File: config.mk
export PLATFORM = sky130hd
export DESIGN_NAME = tlg_ctrl
export DESIGN_NICKNAME = d
export VERILOG_FILES = /design/src/rtl/tlg_pkg.sv /design/src/rtl/tlg_ctrl.sv
export SDC_FILE = /design/constraint.sdc
export NUM_CORES = 1
export LEC_CHECK = 0
export ABC_CLOCK_PERIOD_IN_PS = 2950
export CORE_AREA = 4 4 52 54
export CTS_BUF_LIST = sky130_fd_sc_hd__clkbuf_4
export CTS_CLUSTER_DIAMETER = 30
export DETAILED_ROUTE_END_ITERATION = 10
export DIE_AREA = 0 0 56 58
export DONT_BUFFER_PORTS = 1
export PLACE_DENSITY = 0.57
export SYNTH_ARGS = -nofsm -noshare
export SYNTH_HDL_FRONTEND = slang
export SYNTH_SLANG_ARGS = --single-unit
File: constraint.sdc
create_clock -name aclk -period 2.95 [get_ports aclk]
set_input_delay 0.295 -clock aclk [delete_from_list [all_inputs] [get_ports aclk]]
set_output_delay 0.295 -clock aclk [all_outputs]
set_load 0.02 [all_outputs]
File: src/rtl/tlg_pkg.sv
// ----------------------------------------------------------------------------
// tlg_pkg
// Shared types, constants and cell update rule for the toroidal life block
// ----------------------------------------------------------------------------
package tlg_pkg;

    localparam int MAX_WIDTH  = 64;
    localparam int MAX_HEIGHT = 64;
    localparam int X_W        = $clog2(MAX_WIDTH);
    localparam int Y_W        = $clog2(MAX_HEIGHT);
    localparam int ADDR_W     = X_W + Y_W;
    localparam int CELL_COUNT = MAX_WIDTH * MAX_HEIGHT;

    localparam int DIM_W      = 7;
    localparam int CELL_W     = 8;
    localparam int CNT_W      = 4;
    localparam int CFG_IDX_W  = 2;
    localparam int CFG_DATA_W = 8;

    localparam logic [DIM_W-1:0]  GRID_WIDTH_RST  = DIM_W'(64);
    localparam logic [DIM_W-1:0]  GRID_HEIGHT_RST = DIM_W'(64);
    localparam logic [CELL_W-1:0] FADE_LIMIT_RST  = CELL_W'(63);

    localparam logic [CNT_W-1:0] BORN_COUNT = CNT_W'(3);
    localparam logic [CNT_W-1:0] KEEP_COUNT = CNT_W'(2);

    typedef enum logic [1:0] {
        OP_WRITE = 2'd0,
        OP_READ  = 2'd1,
        OP_STEP  = 2'd2,
        OP_NOP   = 2'd3
    } op_t;

    typedef enum logic [CFG_IDX_W-1:0] {
        REG_GRID_WIDTH  = 2'd0,
        REG_GRID_HEIGHT = 2'd1,
        REG_FADE_LIMIT  = 2'd2
    } reg_idx_t;

    // read address source
    typedef enum logic [2:0] {
        RD_REQ  = 3'd0,
        RD_LAST = 3'd1,
        RD_ZERO = 3'd2,
        RD_NEXT = 3'd3,
        RD_CUR  = 3'd4
    } rd_sel_t;

    // where returning read data goes
    typedef enum logic [2:0] {
        DST_NONE = 3'd0,
        DST_RES  = 3'd1,
        DST_PREV = 3'd2,
        DST_CUR  = 3'd3,
        DST_NEXT = 3'd4,
        DST_UPD  = 3'd5
    } dst_t;

    typedef struct packed {
        logic [1:0]        opcode;
        logic [5:0]        cell_x;
        logic [5:0]        cell_y;
        logic [CELL_W-1:0] cell_value;
    } in_t;

    typedef struct packed {
        logic [CELL_W-1:0] read_value;
        logic              still_fading;
    } out_t;

    typedef struct packed {
        logic    start;
        logic    wr_req;
        logic    rd_issue;
        rd_sel_t rd_sel;
        dst_t    dst;
        logic    x_clear;
        logic    x_inc;
        logic    y_clear;
        logic    y_inc;
        logic    shift;
        logic    next_from_save;
        logic    out_load;
    } cmd_t;

    typedef struct packed {
        logic x_last;
        logic y_wrap;
    } stat_t;

    function automatic logic [CELL_W-1:0] next_cell(
        input logic [CELL_W-1:0] cur_val,
        input logic [CNT_W-1:0]  count,
        input logic [CELL_W-1:0] limit
    );
        logic [CELL_W-1:0] res;
        res = cur_val;
        if (count == BORN_COUNT) begin
            res = '0;
        end else if (count == KEEP_COUNT) begin
            if (cur_val != '0 && cur_val < limit) begin
                res = cur_val + 1'b1;
            end
        end else begin
            if (cur_val == '0) begin
                res = CELL_W'(1);
            end else if (cur_val < limit) begin
                res = cur_val + 1'b1;
            end
        end
        return res;
    endfunction

endpackage

File: src/rtl/tlg_ctrl.sv
// ----------------------------------------------------------------------------
// tlg_ctrl
// Controller: handshakes and the sequence of a generation sweep
// ----------------------------------------------------------------------------
module tlg_ctrl (
    input  logic           aclk,
    input  logic           aresetn,
    input  logic           s_valid,
    input  logic [1:0]     s_opcode,
    output logic           s_ready,
    output logic           m_valid,
    input  logic           m_ready,
    output tlg_pkg::cmd_t  cmd,
    input  tlg_pkg::stat_t stat
);

    typedef enum logic [8:0] {
        S_IDLE      = 9'b000000001,
        S_RD_WAIT   = 9'b000000010,
        S_PRE_LAST  = 9'b000000100,
        S_PRE_FIRST = 9'b000001000,
        S_PRE_END   = 9'b000010000,
        S_LOAD      = 9'b000100000,
        S_UPDATE    = 9'b001000000,
        S_SHIFT     = 9'b010000000,
        S_RESULT    = 9'b100000000
    } state_t;

    state_t state_reg;
    state_t state_next;
    logic   m_valid_reg;
    logic   m_valid_next;

    always_comb begin
        cmd        = '0;
        state_next = state_reg;
        case (state_reg)
            S_IDLE: begin
                if (s_valid) begin
                    cmd.start = 1'b1;
                    case (s_opcode)
                        tlg_pkg::OP_WRITE: begin
                            cmd.wr_req = 1'b1;
                            state_next = S_RESULT;
                        end
                        tlg_pkg::OP_READ: begin
                            cmd.rd_issue = 1'b1;
                            cmd.rd_sel   = tlg_pkg::RD_REQ;
                            cmd.dst      = tlg_pkg::DST_RES;
                            state_next   = S_RD_WAIT;
                        end
                        tlg_pkg::OP_STEP: begin
                            cmd.x_clear = 1'b1;
                            cmd.y_clear = 1'b1;
                            state_next  = S_PRE_LAST;
                        end
                        default: begin
                            state_next = S_RESULT;
                        end
                    endcase
                end
            end
            S_RD_WAIT: begin
                state_next = S_RESULT;
            end
            S_PRE_LAST: begin
                cmd.rd_issue = 1'b1;
                cmd.rd_sel   = tlg_pkg::RD_LAST;
                cmd.dst      = tlg_pkg::DST_PREV;
                cmd.x_inc    = 1'b1;
                if (stat.x_last) begin
                    cmd.x_clear = 1'b1;
                    state_next  = S_PRE_FIRST;
                end
            end
            S_PRE_FIRST: begin
                cmd.rd_issue = 1'b1;
                cmd.rd_sel   = tlg_pkg::RD_ZERO;
                cmd.dst      = tlg_pkg::DST_CUR;
                cmd.x_inc    = 1'b1;
                if (stat.x_last) begin
                    cmd.x_clear = 1'b1;
                    state_next  = S_PRE_END;
                end
            end
            S_PRE_END: begin
                state_next = S_LOAD;
            end
            S_LOAD: begin
                if (stat.y_wrap) begin
                    cmd.next_from_save = 1'b1;
                    state_next         = S_UPDATE;
                end else begin
                    cmd.rd_issue = 1'b1;
                    cmd.rd_sel   = tlg_pkg::RD_NEXT;
                    cmd.dst      = tlg_pkg::DST_NEXT;
                    cmd.x_inc    = 1'b1;
                    if (stat.x_last) begin
                        cmd.x_clear = 1'b1;
                        state_next  = S_UPDATE;
                    end
                end
            end
            S_UPDATE: begin
                cmd.rd_issue = 1'b1;
                cmd.rd_sel   = tlg_pkg::RD_CUR;
                cmd.dst      = tlg_pkg::DST_UPD;
                cmd.x_inc    = 1'b1;
                if (stat.x_last) begin
                    cmd.x_clear = 1'b1;
                    state_next  = stat.y_wrap ? S_RESULT : S_SHIFT;
                end
            end
            S_SHIFT: begin
                cmd.shift  = 1'b1;
                cmd.y_inc  = 1'b1;
                state_next = S_LOAD;
            end
            S_RESULT: begin
                if (!m_valid_reg || m_ready) begin
                    cmd.out_load = 1'b1;
                    state_next   = S_IDLE;
                end
            end
            default: begin
                state_next = S_IDLE;
            end
        endcase
    end

    always_comb begin
        if (cmd.out_load) begin
            m_valid_next = 1'b1;
        end else if (m_ready) begin
            m_valid_next = 1'b0;
        end else begin
            m_valid_next = m_valid_reg;
        end
    end

    always_ff @(posedge aclk) begin
        if (!aresetn) begin
            state_reg   <= S_IDLE;
            m_valid_reg <= 1'b0;
        end else begin
            state_reg   <= state_next;
            m_valid_reg <= m_valid_next;
        end
    end

    assign s_ready = (state_reg == S_IDLE);
    assign m_valid = m_valid_reg;

endmodule

==> impl_metrics.env <==
export IMPL_timing_setup_tns_ns=0
export IMPL_relSlewSlack_pct=59.0
export IMPL_power_share_clock_pct=23.6
export IMPL_crit_path_max_fanout=11
export IMPL_rsz0062_at_grt="no"
export IMPL_worstPathArrival_ns=2.33
export IMPL_yosysUniqueCellTypes=39
export IMPL_routedWlPerCell_um=13.9
export IMPL_drt_iter0_markers=14
export IMPL_yosys_area_top_type_share_pct=23.5
export IMPL_die_area_um2=3250
export IMPL_nNetsFinal=121
export IMPL_status="completed"
export IMPL_required_ns=2.65
export IMPL_grt_total_usage_pct=13.6
export IMPL_largest_register_ffs=9
export IMPL_final_layout_size_suffix_gt1_share_pct=13.9
export IMPL_synth_area_um2=853
export IMPL_antenna_found_initial=0
export IMPL_cts_root_buf="clkbuf_4"
export IMPL_max_freq_mhz=381
export IMPL_grt_pass1_vias=791
export IMPL_overflow=0
export IMPL_worst_pin_slew_ns=0.616
export IMPL_seq_power_share_pct=40.2
export IMPL_drc=0
export IMPL_synth_avg_cell_area_um2=7.69
export IMPL_post_route_util_pct=39.4
export IMPL_die_h_um=58
export IMPL_drv_cap=0
export IMPL_hpwl_um=1510
export IMPL_ctsHoldBuffers=0
export IMPL_r2r_end="state_reg[2]$_SDFFE_PN0P_"
export IMPL_setup_viol=0
export IMPL_placed_area_um2=848
export IMPL_p_sw_mw=0.154
export IMPL_synthesis_instances=111
export IMPL_finalWorstSetupSlack_ns=0.322
export IMPL_dp_cells=133
export IMPL_post_cts_buffers=0
export IMPL_synth_largest_area_cell="dfxtp_1"
export IMPL_slew_viol_final=0
export IMPL_clock_sinks=10
export IMPL_pin_count=26
export IMPL_cts_buffers=3
export IMPL_num_antenna_cells=0
export IMPL_cts_tree="built"
export IMPL_syn2layout_area_growth_pct=2.05
export IMPL_min_period_ns=2.63
export IMPL_peakVddDrop_uv=222
export IMPL_wl_um=1890
export IMPL_p_int_mw=0.245
export IMPL_final_area_um2=871
export IMPL_synth_nets=122
export IMPL_grt_max_degree=12
export IMPL_clockBufferDepth=2
export IMPL_r2r_start="state_reg[6]$_SDFFE_PN0P_"
export IMPL_worstRegToRegCells=6
export IMPL_drt_pre_antenna_iters=4
export IMPL_final_common_cell="nand2_1"
export IMPL_grt_first_pass_wirelength_um=3570
export IMPL_core_um2=2210
export IMPL_instances_no_fill=136
export IMPL_cts_clk_slew_worst_paths_ns=0.06
export IMPL_dieWidth_um=56
export IMPL_worstSetupEndpointType="primary output"
export IMPL_h_tree_depth=1
export IMPL_worst_setup_path_start_kind="register"
export IMPL_finClkSkew_ns=0.00416
export IMPL_yosys_warnings=0
export IMPL_critPathKind="reg -> out"
export IMPL_insertion_delay_ns=0.27
export IMPL_seq_area_frac_synth_pct=23.5
export IMPL_hp_class="in -> reg"
export IMPL_ys_seq_elements=10
export IMPL_switching_share_pct=38.5
export IMPL_initial_core_util_pct=38.6
export IMPL_layout_common_cells="11 x nand2_1, 10 x dfxtp_1, 7 x nor2_1, 7 x inv_1, 7 x o21ai_0"
export IMPL_cts_resized=0
export IMPL_hold_depth=2
export IMPL_vias_per_cell=5.69
export IMPL_via_count=774
export IMPL_p_comb_share_pct=36.2
export IMPL_final_antenna_net_count=0
export IMPL_hold_end="state_reg[4]$_SDFFE_PN0P_"
export IMPL_synth_area_leaders="dfxtp_1 23%, nor4_4 5.0%, nand2_1 4.8%"
export IMPL_rrSetupSlack_ns=0.85
export IMPL_portBuffers=0
export IMPL_hp_start="stat[1]"
export IMPL_power_density_nw_per_um2=458
export IMPL_pre_cts_slack_ns=0.598
export IMPL_final_hold_viol_count=0
export IMPL_p_leak_nw=0.372
export IMPL_gp_congestion=0.808
export IMPL_post_route_period_util_pct=89.1
export IMPL_row_count=17
[through the flow]
step,hold WS (ns),power (mW)
after floorplan,0.409,0.288
after global placement,0.413,0.308
after detailed placement,0.416,0.308
after CTS,0.130,0.404
after global routing,0.157,0.427
final,0.141,0.399
[worst max-delay path by stage]
stage	from	endpoint	slack, ns	depth (start not counted)
after global routing	state_reg[6]$_SDFFE_PN0P_	cmd[7]	0.22	6
after CTS	state_reg[6]$_SDFFE_PN0P_	cmd[7]	0.30	6
after detailed placement	state_reg[6]$_SDFFE_PN0P_	cmd[7]	0.60	6
after global placement	state_reg[6]$_SDFFE_PN0P_	cmd[7]	0.63	6
after floorplan	state_reg[7]$_SDFFE_PN0P_	cmd[13]	0.72	7
final	state_reg[6]$_SDFFE_PN0P_	cmd[7]	0.32	6
[layout make-up]
type	count	area (um^2)
Clock buffer	3	22.5
Multi-Input combinational cell	86	571
Fill cell	250	1340
Tap cell	28	35.0
Sequential cell	10	200
Timing Repair Buffer	1	7.51
Inverter	8	35.0
[cell usage after synthesis]
library cell and instances:
nor2_1 7, nand2b_1 4, or2_2 2, o21ai_4 1, xnor2_1 1, and2_1 1
dfxtp_1 10, nand3_1 6, xor2_1 2, ha_1 3, nand2_1 11, nor4_4 2
nor3_1 6, or3_1 3, and2_2 1, buf_4 3, nor2b_1 3, nand4b_1 2
clkbuf_1 1, buf_6 1, buf_2 2, a21o_1 1, and3_2 2, clkinv_4 1
nand4_1 1, a21boi_0 2, nor3b_1 1, inv_1 7, o211ai_1 3, or4_1 2
o21ai_0 7, o31ai_1 1, or3_4 1, or4_4 1, a31oi_1 1, a21oi_1 4
o41ai_1 2, a21boi_1 1, a2bb2oi_1 1
[metal layers]
metal | GRT usage [%] | share of wire (%) | vias up | routed length (um)
li1 | - | - | 391 | -
met1 | 18.4 | 50 | 351 | 954
met2 | 20.9 | 41 | 28 | 784
met3 | 1.78 | 5.8 | 4 | 110
met4 | 7.12 | 2.3 | 0 | 44
met5 | 0 | 0 | - | 0
[power groups by stage]
stage | Sequential, mW | Combinational (mW) | Clock (mW)
2_1_floorplan | 0.159 | 0.128 | 0
3_3_place_gp | 0.163 | 0.145 | 0
3_5_place_dp | 0.163 | 0.145 | 0
5_1_grt | 0.162 | 0.162 | 0.103
4_1_cts | 0.160 | 0.146 | 0.0987
6_report | 0.160 | 0.144 | 0.0943
[cell families after synthesis]
family / after synthesis / synth area share [%]
xor+xnor: 3 / 3.08
flops: 10 / 23.5
buf+inv: 15 / 9.68
compound gates: 24 / 19.2
simple gates: 56 / 40.2
fa+ha+maj: 3 / 4.40
[critical path, cell delays in order, from the launching register on]
cell and delay (ns):
dfxtp_1 0.42, or4_4 0.59, or3_4 0.44, clkinv_4 0.10
and2_2 0.22, nand2_1 0.09, nand3_1 0.20
Note: power is estimated with default switching activity, not from simulation.
